[src/sv/vmpf_pkg.sv]
// Shared constants, codes and types of the voxel population filter.
// Used by every module and interface of the block but vmpf_ram; depends on nothing.
`default_nettype none

package vmpf_pkg;

	// Table geometry: the slot count is a power of two, so the home slot and
	// the probe wrap are plain masks.
	localparam int SLOT_BITS   = 12;
	localparam int TABLE_SLOTS = 1 << SLOT_BITS;
	localparam int COUNT_BITS  = 16;

	localparam int COORD_BITS  = 32;
	localparam int KEY_BITS    = 32;
	localparam int EDGE_BITS   = 31;
	localparam int MINP_BITS   = 16;
	localparam int POP_BITS    = 16;

	// Input commands.
	typedef logic [1:0] cmd_t;
	localparam cmd_t CMD_CLEAR    = 2'd0;
	localparam cmd_t CMD_COUNT    = 2'd1;
	localparam cmd_t CMD_CLASSIFY = 2'd2;
	localparam cmd_t CMD_NONE     = 2'd3;

	// Configuration register indexes.
	localparam logic CFG_VOXEL_EDGE = 1'b0;
	localparam logic CFG_MIN_POINTS = 1'b1;

	localparam logic [EDGE_BITS-1:0] EDGE_RESET = 31'd16384;
	localparam logic [MINP_BITS-1:0] MINP_RESET = 16'd100;

	// Key and hash multipliers.
	localparam logic [KEY_BITS-1:0] KEY_MUL_X = 32'd2000;
	localparam logic [KEY_BITS-1:0] KEY_MUL_Y = 32'd1000;
	localparam logic [KEY_BITS-1:0] HASH_MUL  = 32'h9E37_79B1;

	// One classified item on its way from the front to the back.
	typedef struct packed {
		cmd_t                 cmd;
		logic [KEY_BITS-1:0]  key;
		logic [SLOT_BITS-1:0] slot;
	} job_t;

	// One table entry as it is stored in the slot memory.
	typedef struct packed {
		logic                  valid;
		logic [KEY_BITS-1:0]   key;
		logic [COUNT_BITS-1:0] count;
	} slot_t;

	localparam int SLOT_W = $bits(slot_t);

	// Status from the back part to the front part.
	typedef struct packed {
		logic init_busy;
	} back_stat_t;

endpackage

`default_nettype wire

[src/sv/vmpf_queue.sv]
// Two-entry job queue between the front and the back parts.
// Depends on vmpf_pkg for the job type.
`default_nettype none

module vmpf_queue import vmpf_pkg::*; (
	input  wire logic clk,
	input  wire logic arst_n,
	input  wire logic push_valid,
	output logic      push_ready,
	input  wire job_t push_data,
	output logic      pop_valid,
	input  wire logic pop_ready,
	output job_t      pop_data
);

	job_t       entry_q [2];
	logic       wr_q;
	logic       rd_q;
	logic [1:0] cnt_q;
	logic       do_push;
	logic       do_pop;

	assign push_ready = (cnt_q != 2'd2);
	assign pop_valid  = (cnt_q != 2'd0);
	assign pop_data   = entry_q[rd_q];
	assign do_push    = push_valid && push_ready;
	assign do_pop     = pop_valid && pop_ready;

	// Pointers and fill level.
	always_ff @(posedge clk or negedge arst_n) begin
		if (!arst_n) begin
			wr_q  <= 1'b0;
			rd_q  <= 1'b0;
			cnt_q <= 2'd0;
		end else begin
			if (do_push) begin
				wr_q <= ~wr_q;
			end
			if (do_pop) begin
				rd_q <= ~rd_q;
			end
			cnt_q <= cnt_q + {1'b0, do_push} - {1'b0, do_pop};
		end
	end

	// Entry storage.
	always_ff @(posedge clk) begin
		if (do_push) begin
			entry_q[wr_q] <= push_data;
		end
	end

endmodule

`default_nettype wire

[config.mk]
export PLATFORM = sky130hd
export DESIGN_NAME = vmpf_queue
export DESIGN_NICKNAME = d
export VERILOG_FILES = /design/src/sv/vmpf_pkg.sv /design/src/sv/vmpf_queue.sv
export SDC_FILE = /design/constraint.sdc
export NUM_CORES = 1
export LEC_CHECK = 0
export BUFFER_PORTS_ARGS = -buffer_cell sky130_fd_sc_hd__buf_2
export CORE_ASPECT_RATIO = 0.7
export CORE_MARGIN = 2
export CORE_UTILIZATION = 52
export DETAILED_ROUTE_END_ITERATION = 10
export PLACE_DENSITY = 0.83
export SYNTH_ARGS = -nofsm -noshare
export SYNTH_HDL_FRONTEND = slang
export SYNTH_SLANG_ARGS = --single-unit
[constraint.sdc]
create_clock -name clk -period 3.5 [get_ports clk]
set_input_delay 0.35 -clock clk [delete_from_list [all_inputs] [get_ports clk]]
set_output_delay 0.35 -clock clk [all_outputs]
set_load 0.01 [all_outputs]
After elaboration in Yosys (flattened, before gate mapping)
Memory sizes are Yosys's and may differ from the RTL's.
Cells that the tools add are included.
{"block": "totals", "reg_bits": 4, "output_inout_bits": 48, "wordCells": 14, "n_memories": 1, "input_bits": 50, "ram_bits": 92}
{"block": "op_classes", "mux": 2, "reduce_logical": 3, "eq_ne": 1, "bitwise": 2, "n_addsub": 2}
{"name": "entry_q", "depth": 2, "width": 46, "rd": 1, "rd_ports_with_merged_regs": 0, "write_ports": 1, "line": "vmpf_queue.sv:16", "source": "job_t entry_q [2];"}
{"cell": "$add A2 B1 Y2", "count": 1}
{"cell": "$logic_and A1 B1 Y1", "count": 2}
{"cell": "$mux W1", "count": 2}
{"cell": "$ne A2 B2 Y1 const B", "count": 1}
{"cell": "$not A1 Y1", "count": 2}
{"cell": "$reduce_bool A2 Y1", "count": 1}
{"cell": "$sub A2 B1 Y2", "count": 1}

Depth between registers and ports, before layout
{"block": "depth", "depth_word": 4, "mapped_depth": 7, "mapped_depth_nobuf": 7}

Worst setup path before layout
No wires, ideal clock.
{"block": "synth_path", "kind": "reg-to-reg", "start": "register cnt_q[1]", "end": "memory entry_q[0][0] (netlist bit) (enable)", "n_path_buf": 0, "path_stages_with_launch": 4, "arrival_ns": 2.595, "setup_ns": 0.450, "required_ns": 3.050, "synth_period_minus_slack_ns": 3.044, "path_slack_ns": 0.456, "cell_sequence": "dfrtp_1 nand2b_1 nand2_1 nor2_1"}
{"block": "synth_via", "elab_chain_len": 4}
{"element": "from (decl)", "line": "vmpf_queue.sv:19", "source": "logic [1:0] cnt_q;"}
{"element": "from (signal assigned)", "line": "vmpf_queue.sv:42", "source": "cnt_q <= cnt_q + {1'b0, do_push} - {1'b0, do_pop};"}
{"element": "$ne A2 B2 Y1", "line": "vmpf_queue.sv:23", "source": "assign push_ready = (cnt_q != 2'd2);"}
{"element": "named net push_ready", "line": "vmpf_queue.sv:9", "source": "output logic push_ready,"}
{"element": "$logic_and A1 B1 Y1", "line": "vmpf_queue.sv:26", "source": "assign do_push = push_valid && push_ready;"}
{"element": "$mux W1", "line": "vmpf_queue.sv:48", "source": "if (do_push) begin"}
{"element": "$mux W1 (implied by the code)", "line": "vmpf_queue.sv:49", "source": "entry_q[wr_q] <= push_data;"}
{"element": "to (decl)", "line": "vmpf_queue.sv:16"}
The timed path passes the listed nets, and every way through them passes these cells.

==> reports/qor.txt <==
status = completed
die height = 74.0 um
clock sink total = 96
Detailed Routing Iterations Pass 1 = 4
Post-synth EDFFs = 92
sequential share of the synthesized area = 0.786
peak supply drop = 0.000456 V
Max-slew headroom = 0.268
I/O Buffers = 97
pwr dens = 797 nW/um^2
Synth Cell Area = 3640 um^2
Synth warnings = 0
highest clock rate = 0.407 GHz
TritonCTS clock tree = yes
Clock Tree Buf Depth = 2
slowest stage cell, crit path = dfrtp_2
I/O pin count = 98
Post-DP HPWL = 3.93 mm
DRT iter0 DRCs = 58
fin crit period = 2.46 ns
Placeable Area = 6760 um^2
Hold WC Path Type = input pin to flip-flop
effective utilization at floorplan = 0.539
Synth area leaders = edfxtp_1 (76%), mux2_4 (12%), mux2_2 (4.9%)
depth of the CTS H-tree = 3
Syn Area/Cell = 22.8 um^2
Worst EP required = 3.15 ns
CP startpoint kind = flip-flop
Synth top area share = 0.759
area grow syn2layout = 21.6%
Finished Cell Area = 4430 um^2
DRC = 0
# rows = 25
LEAKAGE = 1.76 nW
number of global-route vias before repair = 1920
final slew viol count = 0
final hold vios = 0
Placed Cells = 350
antenna violations before repair = 0
synthesized flop and latch total = 96
Syn Inst Count = 160
crit path DAT = 2.11 ns
ANT cells = 0
setup bufs post-CTS = 0
Synth cell types = 16
final cell count without fillers = 366
Slew @ Worst Pin = 1.10 ns
Total Wirelength = 5.77 mm
Post-CTS Hold Buffers = 1
Placed Instance Area = 4240 um^2
post-route setup TNS = 0 ns
Crit Path Class = flip-flop to primary output
Max-Cap Viols = 0
Clk Latency, worst-skew pair = 0.35 ns
Layout Skew = 0.00993 ns
GR Overflow Total = 0
unrepaired setup endpoints after global routing = false
Cell Chain, Critical Path = buf_4, mux2_4, buf_2
via total after detailed routing = 1766
Worst Setup End Kind = primary output
endpoints failing setup = 0
Post-synth top cells = edfxtp_1 (92), mux2_4 (30), mux2_2 (16)
Reg clk slew, reported paths = 0.09 ns
largest net degree at the start of global routing = 47
cell taking the most area after synthesis = edfxtp_1
Vias/cell = 4.83
top_reg_cell synth = edfxtp_1
CTS resizes = 0
syn nets = 212
WL per Instance = 15.8 um
gr usage total = 0.159
RePlAce Congestion = 0.692
max incr delay on CP = 0.93 ns
NumNets Final = 320
CP Max Fanout = 33
crit share post-route = 0.702
die area = 7700 um^2
overall power = 3.53 mW
Routed Antenna Nets = 0
first-pass GRT wire length = 9.05 mm
Die X = 104 um
Num CTS Buffers = 9
top-count cell post-synth = edfxtp_1
CTS Root Cell = clkbuf_8
layout cells sized above 1 = 0.607
Async SR Flop Fraction = 0.0417
==> kinds of logic (layout without fill, tap and decap cells) <==
group	count (synthesis)	in the layout	synth area share
DFF	96	96	0.786
muxes	46	46	0.173
and+or+nand+nor	6	6	0.00962
buffers and inverters	6	118	0.0148
xor gates and xnor gates	4	4	0.00962
adders and majority gates	2	2	0.00687
==> metrics by stage <==
| stage | worst slack (ns) | hold slack [ns] | util |
|---|---|---|---|
| finish | 1.04 | 0.178 | 0.656 |
| global route | 0.929 | 0.161 | 0.656 |
| CTS | 1.02 | 0.165 | 0.656 |
| detailed placement | 1.40 | 0.163 | 0.627 |
| global placement | 1.40 | 0.160 | 0.627 |
| floorplan | 0.456 | 0.0544 | - |
==> layout by cell type, fill, tap and decap left out, drive strengths merged <==
cell type / instances
clkbuf: 9
dlygate4sd3: 1
edfxtp: 92
dfrtp: 4
clkinv: 3
nand2b: 1
nor2: 1
buf: 101
nand2: 1
inv: 2
mux2: 46
bufinv: 1
and3: 1
clkinvlp: 1
xor2: 1
xnor2: 3
and2: 1
ha: 2
or2: 1
==> worst max-delay path, delay by kind of cell (launching register included) <==
family / cells / cell delay [ns]
DFF: 1 / 0.93
buffers and inverters: 2 / 0.47
muxes: 1 / 0.32
==> layer usage <==
layer  track usage  share of wire  wire [um]
met5             0              0          0
met4        0.0676          0.013         77
met3        0.0675          0.080        460
met2         0.254           0.45       2630
met1         0.197           0.45       2610
==> power by group <==
part           switching (mW)  internal, mW  leakage [nW]  total, mW
registers               0.154          1.58         0.900       1.73
logic                   0.526         0.605         0.764       1.13
clock network           0.346         0.324        0.0929      0.670
==> final timing paths <==
check                              from             end  slack (ns)  cells past startpoint
min in group asynchronous        arst_n            wr_q        0.33                      2
min                        push_data[2]   entry_q[1][2]        0.18                      1
max                                rd_q    pop_data[20]        1.04                      3
min reg2reg                    cnt_q[0]        cnt_q[0]        0.52                      1
max in group asynchronous        arst_n            rd_q        3.04                      2
max reg2reg                    cnt_q[1]  entry_q[0][39]        1.57                      4
==> state kept, by name (all words and copies together), names as in the netlist <==
| register | count |
|---|---|
| cnt_q | 2 |
| entry_q | 92 |
| rd_q | 1 |
| wr_q | 1 |
==> final cells by class <==
class	instances	area, um^2
fillers	496	2330
multi-input cells	58	734
flip-flops and latches	96	2860
clock buffers	9	124
clock inverters	6	60.1
repair buffers	102	526
well taps	94	118
inverters	1	3.75
(Power assumes the default switching activity.)
