**config.mk**
```make
export PLATFORM = sky130hd
export DESIGN_NAME = vmpf_front_flat
export DESIGN_NICKNAME = d
export VERILOG_FILES = /design/src/sv/vmpf_pkg.sv /design/src/sv/vmpf_if.sv /design/src/sv/vmpf_divider.sv /design/src/sv/vmpf_front.sv /design/src/flat_wrapper.sv
export SDC_FILE = /design/constraint.sdc
export NUM_CORES = 2
export LEC_CHECK = 0
export BUFFER_PORTS_ARGS = -buffer_cell sky130_fd_sc_hd__buf_2
export CAP_MARGIN = 20
export CELL_PAD_IN_SITES_DETAIL_PLACEMENT = 0
export CELL_PAD_IN_SITES_GLOBAL_PLACEMENT = 2
export CORE_AREA = 3 3 365 259
export DETAILED_ROUTE_END_ITERATION = 12
export DIE_AREA = 0 0 368 262
export PLACE_DENSITY_LB_ADDON = 0.1
export SLEW_MARGIN = 10
export SYNTH_ARGS = -nofsm -noshare
export SYNTH_HDL_FRONTEND = slang
export SYNTH_SLANG_ARGS = --single-unit
```
**constraint.sdc**
```tcl
create_clock -name clk -period 8.8 [get_ports clk]
set_input_delay 1.76 -clock clk [delete_from_list [all_inputs] [get_ports clk]]
set_output_delay 1.76 -clock clk [all_outputs]
set_load 0.02 [all_outputs]
```
**src/sv/vmpf_pkg.sv**
```systemverilog
// Shared constants, codes and types of the voxel population filter.
// Used by every module and interface of the block but vmpf_ram; depends on nothing.
`default_nettype none

package vmpf_pkg;

	// Table geometry: the slot count is a power of two, so the home slot and
	// the probe wrap are plain masks.
	localparam int SLOT_BITS   = 12;
	localparam int TABLE_SLOTS = 1 << SLOT_BITS;
	localparam int COUNT_BITS  = 16;

	localparam int COORD_BITS  = 32;
	localparam int KEY_BITS    = 32;
	localparam int EDGE_BITS   = 31;
	localparam int MINP_BITS   = 16;
	localparam int POP_BITS    = 16;

	// Input commands.
	typedef logic [1:0] cmd_t;
	localparam cmd_t CMD_CLEAR    = 2'd0;
	localparam cmd_t CMD_COUNT    = 2'd1;
	localparam cmd_t CMD_CLASSIFY = 2'd2;
	localparam cmd_t CMD_NONE     = 2'd3;

	// Configuration register indexes.
	localparam logic CFG_VOXEL_EDGE = 1'b0;
	localparam logic CFG_MIN_POINTS = 1'b1;

	localparam logic [EDGE_BITS-1:0] EDGE_RESET = 31'd16384;
	localparam logic [MINP_BITS-1:0] MINP_RESET = 16'd100;

	// Key and hash multipliers.
	localparam logic [KEY_BITS-1:0] KEY_MUL_X = 32'd2000;
	localparam logic [KEY_BITS-1:0] KEY_MUL_Y = 32'd1000;
	localparam logic [KEY_BITS-1:0] HASH_MUL  = 32'h9E37_79B1;

	// One classified item on its way from the front to the back.
	typedef struct packed {
		cmd_t                 cmd;
		logic [KEY_BITS-1:0]  key;
		logic [SLOT_BITS-1:0] slot;
	} job_t;

	// One table entry as it is stored in the slot memory.
	typedef struct packed {
		logic                  valid;
		logic [KEY_BITS-1:0]   key;
		logic [COUNT_BITS-1:0] count;
	} slot_t;

	localparam int SLOT_W = $bits(slot_t);

	// Status from the back part to the front part.
	typedef struct packed {
		logic init_busy;
	} back_stat_t;

endpackage

`default_nettype wire

```
**src/sv/vmpf_if.sv**
```systemverilog
// Valid/ready channel interfaces for points and results of the filter.
// Depends on vmpf_pkg for field widths and the command type.
`default_nettype none

interface vmpf_point_if import vmpf_pkg::*; ();
	logic                         valid;
	logic                         ready;
	cmd_t                         command;
	logic signed [COORD_BITS-1:0] coord_x;
	logic signed [COORD_BITS-1:0] coord_y;
	logic signed [COORD_BITS-1:0] coord_z;

	modport source(output valid, command, coord_x, coord_y, coord_z, input ready);
	modport sink(input valid, command, coord_x, coord_y, coord_z, output ready);
endinterface


`default_nettype wire

```
**src/sv/vmpf_divider.sv**
```systemverilog
// Restoring radix-2 divider: signed coordinate over the voxel edge, truncated
// toward zero, one quotient bit per cycle. Depends on vmpf_pkg.
`default_nettype none

module vmpf_divider import vmpf_pkg::*; (
	input  wire logic                  clk,
	input  wire logic                  arst_n,
	input  wire logic                  start,
	input  wire logic [COORD_BITS-1:0] dividend,
	input  wire logic [EDGE_BITS-1:0]  divisor,
	output logic                       done,
	output logic      [COORD_BITS-1:0] quotient
);

	localparam int CNT_BITS = $clog2(COORD_BITS);

	logic                  busy_q;
	logic                  done_q;
	logic [CNT_BITS-1:0]   cnt_q;
	logic                  neg_q;
	logic [COORD_BITS-1:0] num_q;
	logic [COORD_BITS-1:0] rem_q;
	logic [COORD_BITS-1:0] den_q;
	logic [COORD_BITS:0]   rem_sh;
	logic [COORD_BITS:0]   rem_sub;
	logic                  ge;

	// One restoring step: shift in the next dividend bit and try a subtract.
	assign rem_sh  = {rem_q, num_q[COORD_BITS-1]};
	assign ge      = rem_sh >= {1'b0, den_q};
	assign rem_sub = rem_sh - {1'b0, den_q};

	// Control state.
	always_ff @(posedge clk or negedge arst_n) begin
		if (!arst_n) begin
			busy_q <= 1'b0;
			done_q <= 1'b0;
			cnt_q  <= '0;
		end else if (start) begin
			busy_q <= 1'b1;
			done_q <= 1'b0;
			cnt_q  <= '0;
		end else if (busy_q) begin
			cnt_q <= cnt_q + 1'b1;
			if (cnt_q == CNT_BITS'(COORD_BITS - 1)) begin
				busy_q <= 1'b0;
				done_q <= 1'b1;
			end
		end else begin
			done_q <= 1'b0;
		end
	end

	// Datapath: the magnitude is divided, the sign is restored at the end.
	always_ff @(posedge clk) begin
		if (start) begin
			neg_q <= dividend[COORD_BITS-1];
			num_q <= dividend[COORD_BITS-1] ? (~dividend + 1'b1) : dividend;
			rem_q <= '0;
			den_q <= (divisor == '0) ? COORD_BITS'(1) : {1'b0, divisor};
		end else if (busy_q) begin
			rem_q <= ge ? rem_sub[COORD_BITS-1:0] : rem_sh[COORD_BITS-1:0];
			num_q <= {num_q[COORD_BITS-2:0], ge};
		end
	end

	assign done     = done_q;
	assign quotient = neg_q ? (~num_q + 1'b1) : num_q;

endmodule

`default_nettype wire

```
**src/sv/vmpf_front.sv**
```systemverilog
// Front part: accepts points, divides the coordinates, forms the voxel key
// and its home slot, and hands a job to the queue. Depends on vmpf_pkg,
// vmpf_if and vmpf_divider.
`default_nettype none

module vmpf_front import vmpf_pkg::*; (
	input  wire logic                 clk,
	input  wire logic                 arst_n,
	vmpf_point_if.sink                points,
	input  wire logic [EDGE_BITS-1:0] voxel_edge,
	input  wire back_stat_t           stat,
	output logic                      push_valid,
	input  wire logic                 push_ready,
	output job_t                      push_data
);

	typedef enum logic [2:0] {
		F_IDLE,
		F_DIV,
		F_KEYZ,
		F_HASH,
		F_MIX,
		F_PUSH
	} fstate_t;

	fstate_t             state_q;
	cmd_t                cmd_q;
	logic [KEY_BITS-1:0] part_q;
	logic [KEY_BITS-1:0] key_q;
	logic [KEY_BITS-1:0] hash_q;
	job_t                job_q;

	logic                  accept;
	logic                  div_start;
	logic                  done_x, done_y, done_z;
	logic [COORD_BITS-1:0] q_x, q_y, q_z;
	logic [KEY_BITS-1:0]   part_d;
	logic [KEY_BITS-1:0]   key_d;
	logic [KEY_BITS-1:0]   hash_d;
	logic [KEY_BITS-1:0]   mix;

	assign points.ready = (state_q == F_IDLE) && !stat.init_busy;
	assign accept       = points.valid && points.ready;
	assign div_start    = accept && (points.command == CMD_COUNT ||
		points.command == CMD_CLASSIFY);

	// Three coordinate dividers run in lockstep.
	vmpf_divider u_div_x (
		.clk(clk), .arst_n(arst_n), .start(div_start), .dividend(points.coord_x),
		.divisor(voxel_edge), .done(done_x), .quotient(q_x)
	);
	vmpf_divider u_div_y (
		.clk(clk), .arst_n(arst_n), .start(div_start), .dividend(points.coord_y),
		.divisor(voxel_edge), .done(done_y), .quotient(q_y)
	);
	vmpf_divider u_div_z (
		.clk(clk), .arst_n(arst_n), .start(div_start), .dividend(points.coord_z),
		.divisor(voxel_edge), .done(done_z), .quotient(q_z)
	);

	// Key and hash arithmetic, at most one multiply per step, all modulo 2^32.
	assign part_d = q_x * KEY_MUL_X + q_y;
	assign key_d  = part_q * KEY_MUL_Y + q_z;
	assign hash_d = key_q * HASH_MUL;
	assign mix    = hash_q ^ (hash_q >> 15);

	// Sequencer with its registered outputs.
	always_ff @(posedge clk or negedge arst_n) begin
		if (!arst_n) begin
			state_q <= F_IDLE;
		end else begin
			case (state_q)
				F_IDLE: begin
					if (accept) begin
						cmd_q <= points.command;
						if (points.command == CMD_CLEAR) begin
							job_q   <= '{cmd: CMD_CLEAR, key: '0, slot: '0};
							state_q <= F_PUSH;
						end else if (points.command != CMD_NONE) begin
							state_q <= F_DIV;
						end
					end
				end
				F_DIV: begin
					if (done_x && done_y && done_z) begin
						part_q  <= part_d;
						state_q <= F_KEYZ;
					end
				end
				F_KEYZ: begin
					key_q   <= key_d;
					state_q <= F_HASH;
				end
				F_HASH: begin
					hash_q  <= hash_d;
					state_q <= F_MIX;
				end
				F_MIX: begin
					job_q   <= '{cmd: cmd_q, key: key_q, slot: mix[SLOT_BITS-1:0]};
					state_q <= F_PUSH;
				end
				F_PUSH: begin
					if (push_ready) begin
						state_q <= F_IDLE;
					end
				end
				default: begin
					state_q <= F_IDLE;
				end
			endcase
		end
	end

	assign push_valid = (state_q == F_PUSH);
	assign push_data  = job_q;

endmodule

`default_nettype wire

```
**src/flat_wrapper.sv**
```systemverilog
// flat-port wrapper written by rule: the top's interface ports become plain ports
module vmpf_front_flat import vmpf_pkg::*;
  (clk, arst_n, voxel_edge, stat, push_valid, push_ready, push_data, points_valid, points_command, points_coord_x, points_coord_y, points_coord_z, points_ready);
  vmpf_point_if points_i ();
  input  wire logic clk;
  input  wire logic arst_n;
  input  wire logic [EDGE_BITS-1:0] voxel_edge;
  input  wire back_stat_t stat;
  output logic push_valid;
  input  wire logic push_ready;
  output job_t push_data;
  input wire logic [$bits(points_i.valid)-1:0] points_valid;
  input wire logic [$bits(points_i.command)-1:0] points_command;
  input wire logic [$bits(points_i.coord_x)-1:0] points_coord_x;
  input wire logic [$bits(points_i.coord_y)-1:0] points_coord_y;
  input wire logic [$bits(points_i.coord_z)-1:0] points_coord_z;
  output wire logic [$bits(points_i.ready)-1:0] points_ready;
  assign points_i.valid = points_valid;
  assign points_i.command = points_command;
  assign points_i.coord_x = points_coord_x;
  assign points_i.coord_y = points_coord_y;
  assign points_i.coord_z = points_coord_z;
  assign points_ready = points_i.ready;
  vmpf_front u_core (.clk(clk), .arst_n(arst_n), .points(points_i), .voxel_edge(voxel_edge), .stat(stat), .push_valid(push_valid), .push_ready(push_ready), .push_data(push_data));
endmodule
```
* Word level (Yosys, flattened, before mapping)
Cells that the tools add are included.
Word-level totals: logic and storage cells 142, register bits after elaboration 390, output and inout bits 48
Operators by class: multipliers 3, reduce and logical (&&, ||, !) cells 20, magnitude comparators 3, equal/unequal tests 19, bitwise gates (word level) 7, add/sub/neg operators 14, multiplexer cells 48
Operator list (number):
- 32-bit two-way mux | 15
- 32-bit by 1-bit adder with 32-bit output (second input constant) | 6
- 32-bit NOT | 6
- 33-bit by 32-bit >= comparator with 1-bit output | 3
- 32-bit subtractor | 3
- 46-bit two-way mux | 2
- 46-bit one-hot mux with 2 select lines | 1
- 32-bit adder | 2
- 32-bit by 32-bit multiplier with 27-bit output (second input constant) | 1
- 32-bit by 7-bit multiplier with 28-bit output (second input constant) | 1
- 32-bit by 7-bit multiplier with 29-bit output (second input constant) | 1
- 31-bit zero test | 1
- 5-bit two-way mux | 6
- 1-bit two-way mux | 18
- 3-bit one-hot mux with 6 select lines | 1
- 5-bit by 1-bit adder with 5-bit output (second input constant) | 3
- 5-bit == test (second input constant) | 3
- 3-bit two-way mux | 5
- 12-bit XOR | 1
- 3-bit by 1-bit inequality test with 1-bit output (second input constant) | 3
- 4-bit AND reduction | 2
- 2-bit nonzero test | 4
- 3-bit by 2-bit == test with 1-bit output (second input constant) | 2
- 3-bit == test (second input constant) | 2
- 13 further kinds | 22

* Longest topological paths before layout
depth after elaboration 5, gate-level depth with buffers 31

* By module
Synthesis repeated with hierarchy kept, for this count alone.
Second synthesis, totals: cell total of the unflattened synthesis 4267, area, all modules 41070.6 µm²
Modules (own cells, without submodules):
- vmpf_front | seq. area each 4068.9 µm², area an instance 19997.9 µm², cells an instance 1866, instances 1
- vmpf_divider (u_core.u_div_x ...) | seq. area each 2737.6 µm², area an instance 6945.4 µm², cells an instance 785, instances 2
- vmpf_divider (u_core.u_div_z) | seq. area each 2737.6 µm², area an instance 7181.9 µm², cells an instance 831, instances 1

* Worst setup path after synthesis
Ideal clock, no wire load.
path kind reg2reg, from register u_core.u_div_x.num_q[6], to register u_core.part_q[28], data pin, cell stages (with the launch flop) 27, required time 8540 ps, buffers on the path 0, slack 1637 ps, period minus slack after synthesis 7163 ps, setup time 260 ps, arrival time 6903 ps, cell sequence edfxtp_1 > or4_1 > or3_4 > nand2_1 > xor2_1 > xnor2_1 > fa_1 > fa_1 > fa_1 > inv_1 > ha_1 > a21o_1 > a21o_1 > a21o_1 > a31oi_1 > o21bai_1 > a211oi_1 > nor2_1 > ha_1 > o21a_1 > o21ai_0 > a21oi_1 > or2_2 > a2111o_1 > a21o_1 > a21oi_1 > xnor2_1
On the way: word-level cells in the longest chain between the ends 5
RTL lines:
- start: declaration | RTL line vmpf_divider.sv:21 | logic [COORD_BITS-1:0] num_q;
- start signal: assignment | RTL line vmpf_divider.sv:58 | num_q <= dividend[COORD_BITS-1] ? (~dividend + 1'b1) : dividend;
- start signal: assignment | RTL line vmpf_divider.sv:63 | num_q <= {num_q[COORD_BITS-2:0], ge};
- 32-bit NOT | RTL line vmpf_divider.sv:68 | assign quotient = neg_q ? (~num_q + 1'b1) : num_q;
- 32-bit by 1-bit adder with 32-bit output | RTL line vmpf_divider.sv:68
- 32-bit two-way mux (*) | RTL line vmpf_divider.sv:68
- 32-bit by 7-bit multiplier with 28-bit output (*) | RTL line vmpf_front.sv:62 | assign part_d = q_x * KEY_MUL_X + q_y;
- 32-bit adder (*) | RTL line vmpf_front.sv:62
- net u_core.part_d[28] | RTL line vmpf_front.sv:37 | logic [KEY_BITS-1:0] part_d;
- end signal: assignment | RTL line vmpf_front.sv:86 | part_q <= part_d;
- end: declaration | RTL line vmpf_front.sv:28 | logic [KEY_BITS-1:0] part_q;
The timed path passes the listed nets; every way through them passes the cells marked *. A chain may end at the register's enable or synchronous reset.

* Worst setup path after layout
from register u_core.u_div_x.num_q[0], to register u_core.part_q[27], data pin
The elaborated chain is that of the path after synthesis.

==> results.json <==
{
  "status": "completed",
  "hold_buffers": 0,
  "grt_max_degree": 148,
  "setup-violations-final": 0,
  "io_buffers": 181,
  "path_clk_slew_ns": 0.06,
  "fin_cells": 5271,
  "grt_use_met1_pct": 34.24,
  "cts.sinks": 383,
  "placed_area_sq_um": 39490,
  "arrival_ns": 8.25,
  "syn_inst": 3882,
  "finalCriticalPeriod_ns": 7.910,
  "synth.area.top_cells": "edfxtp_1, fa_1, ha_1, xnor2_1, dfxtp_1",
  "first_pass_iters": 5,
  "antenna_cells": 0,
  "area_growth_pct": 9.678,
  "first_global_vias": 26220,
  "synth-edff-count": 263,
  "cts_max_path_buffers": 3,
  "insertion_delay_ns": 0.60,
  "drt_wl_total_microns": 99850,
  "ios": 182,
  "slew_violations": 0,
  "vias": 27180,
  "crit_required_ns": 9.14,
  "netlist_area_sq_um": 37310,
  "layout_worst_path_cycle_share_pct": 89.89,
  "htreeDepth": 2,
  "cp-start-kind": "flip-flop",
  "cp_slowest_cell": "xnor2_1",
  "min_path_type": "flip-flop to flip-flop",
  "wl_per_cell_microns": 18.94,
  "netlist-cell-type-count": 78,
  "grt_overflow_total": 0,
  "grt.busiest_layer": "met1",
  "die_h_microns": 262,
  "fmax_ghz": 0.1264,
  "drc": 0,
  "cts_buffers": 45,
  "row_count": 93,
  "die-area_sq_um": 96420,
  "placedCellCount": 5187,
  "grt_use_met2_pct": 28.51,
  "worst_pin_slew_ns": 0.9846,
  "globalRouteTotalUtil_pct": 20.70,
  "ys_seq_area_share_pct": 27.93,
  "yosysTopAreaCellShare_pct": 21.17,
  "relSlewSlack_pct": 34.36,
  "stdcell_area_sq_um": 40920,
  "cp_slowest_stage_delay_ns": 0.65,
  "yosys_warnings": 0,
  "rsz0062_at_grt": "false",
  "yosysTopAreaCell": "edfxtp_1",
  "cts-root-buf": "clkbuf_16",
  "dp_hpwl_microns": 80050,
  "drive_above_1_share_pct": 8.127,
  "fillers": 8976,
  "crit_type": "flip-flop to flip-flop",
  "antenna_found_initial": 4,
  "path_max_fanout": 8,
  "seq_area_sq_um": 10420,
  "critical_path.top_delay_family": "adder cells",
  "viasPerCell": 5.156,
  "coreArea_sq_um": 91460,
  "fp.dieW_microns": 368,
  "layout.nets": 4823,
  "syn_avg_cell_area_sq_um": 9.611,
  "grt_pass1_wl_microns": 156400,
  "path_buf_inv": 3,
  "drv_cap": 0,
  "post_cts_resized": 0,
  "synthFlopType": "edfxtp_1",
  "cts_setup_buffers": 0,
  "start_util_pct": 40.79,
  "synth_seq_cells": 383,
  "syn_nets": 4705,
  "final_cell_mix": "inv_1, ha_1, o21ai_0",
  "drt-initial-drc-count": 1747,
  "multi_input_area_sq_um": 24870,
  "cts_tree": "done",
  "hold_viol_final": 0,
  "final_common_cell": "inv_1",
  "fin_setup_tns_ns": 0,
  "skew_ns": 0.01680,
  "place.gp.congestion": 0.8288,
  "ant_nets": 0,
  "cp-end-kind": "flip-flop",
  "grt_util_met3_pct": 2.742,
  "async_flop_share_pct": 6.266
}
## worst register-to-register path, stage by stage (launching register included)
cell	delay [ns]
edfxtp_1	0.56
inv_1	0.11
ha_1	0.20
nand2b_1	0.15
xnor2_1	0.65
fa_1	0.56
inv_1	0.08
fa_1	0.43
fa_1	0.54
inv_1	0.05
fa_1	0.45
ha_1	0.34
o21ai_0	0.13
a21boi_0	0.44
nor2_1	0.15
ha_1	0.25
nor4_1	0.54
o21ai_0	0.28
a2111oi_0	0.49
o21ai_0	0.26
nand2_1	0.12
a21boi_0	0.10
o21ai_0	0.26
a21oi_1	0.13
a211oi_1	0.27
xnor2_1	0.10
## kinds of logic (layout without fill, tap and decap cells)
| logic type | count (synthesis) | after routing | share of synthesized area (%) |
|---|---|---|---|
| XOR/XNOR | 430 | 430 | 10.11 |
| flip-flops | 383 | 383 | 27.93 |
| multiplexers | 28 | 28 | 0.7545 |
| buffers and inverters | 548 | 702 | 5.567 |
| AO/OA/AOI/OAI | 941 | 941 | 15.40 |
| adder cells (fa/ha/maj) | 692 | 692 | 29.10 |
| AND/OR/NAND/NOR | 860 | 860 | 11.14 |
## path summary, 6_finish.rpt
path | start | to | slack (ns) | cells after the start
hold / removal | u_core.u_div_x.rem_q[31]$_SDFFE_PP0P_ | u_core.u_div_x.rem_q[31]$_SDFFE_PP0P_ | 0.46 | 2
min in group asynchronous | arst_n | u_core.u_div_x.busy_q$_DFF_PN0_ | 1.16 | 2
hold reg to reg | u_core.u_div_x.rem_q[31]$_SDFFE_PP0P_ | u_core.u_div_x.rem_q[31]$_SDFFE_PP0P_ | 0.46 | 2
setup reg to reg | u_core.u_div_x.num_q[0]$_DFFE_PP_ | u_core.part_q[27]$_DFFE_PP_ | 0.89 | 25
max in group asynchronous | arst_n | u_core.u_div_z.busy_q$_DFF_PN0_ | 7.28 | 2
setup / recovery | u_core.u_div_x.num_q[0]$_DFFE_PP_ | u_core.part_q[27]$_DFFE_PP_ | 0.89 | 25
## routing by layer
| metal | vias up | wire [microns] |
|---|---|---|
| met3 | 78 | 3817 |
| met2 | 403 | 38810 |
| met4 | 4 | 1286 |
| met1 | 12970 | 55900 |
| li1 | 13730 | - |
| met5 | - | 27 |
## synthesized netlist by cell type, drive strengths merged (36+ instances only)
library cell	number
clkbuf	128
fa	294
xor2	175
edfxtp	263
nor2	215
and2	45
xnor2	255
nor3	50
a21o	90
nand2b	41
o21ai	322
nand2	277
or3	36
a21oi	256
inv	412
o31ai	53
dfxtp	96
ha	395
## registers in the layout (all words and copies together) (netlist names), 2 cells and up
| name | count |
|---|---|
| u_core.push_data | 46 |
| u_core.state_q | 3 |
| u_core.u_div_z.cnt_q | 5 |
| u_core.u_div_z.rem_q | 32 |
| u_core.u_div_x.rem_q | 32 |
| u_core.u_div_x.num_q | 32 |
| u_core.u_div_x.cnt_q | 5 |
| u_core.hash_q | 24 |
| u_core.u_div_z.num_q | 32 |
| u_core.key_q | 32 |
| u_core.u_div_x.den_q | 31 |
| u_core.cmd_q | 2 |
| u_core.u_div_y.cnt_q | 5 |
| u_core.u_div_y.rem_q | 32 |
| u_core.part_q | 29 |
| u_core.u_div_y.num_q | 32 |
## stage by stage
stage | util, % | hold WS [ns] | setup slack (ns)
finish | 44.74 | 0.4593 | 0.8897
global route | 44.74 | 0.5014 | 0.2855
CTS | 44.73 | 0.4629 | 0.9330
detailed placement | 43.18 | 0.4482 | 0.9758
global placement | 43.18 | 0.4447 | 1.061
floorplan | - | 0.4256 | 1.637
## area by class of cell
type	count	area share [%]
Multi-Input combinational cell	2951	60.77
Sequential cell	383	25.47
Inverter	412	3.785
Tap cell	1235	3.776
Clock buffer	64	3.180
Timing Repair Buffer	207	2.740
Clock inverter	19	0.2752
Power is not shown: default switching activity piles up to over one toggle a cycle in this logic, so the estimate is an artifact.
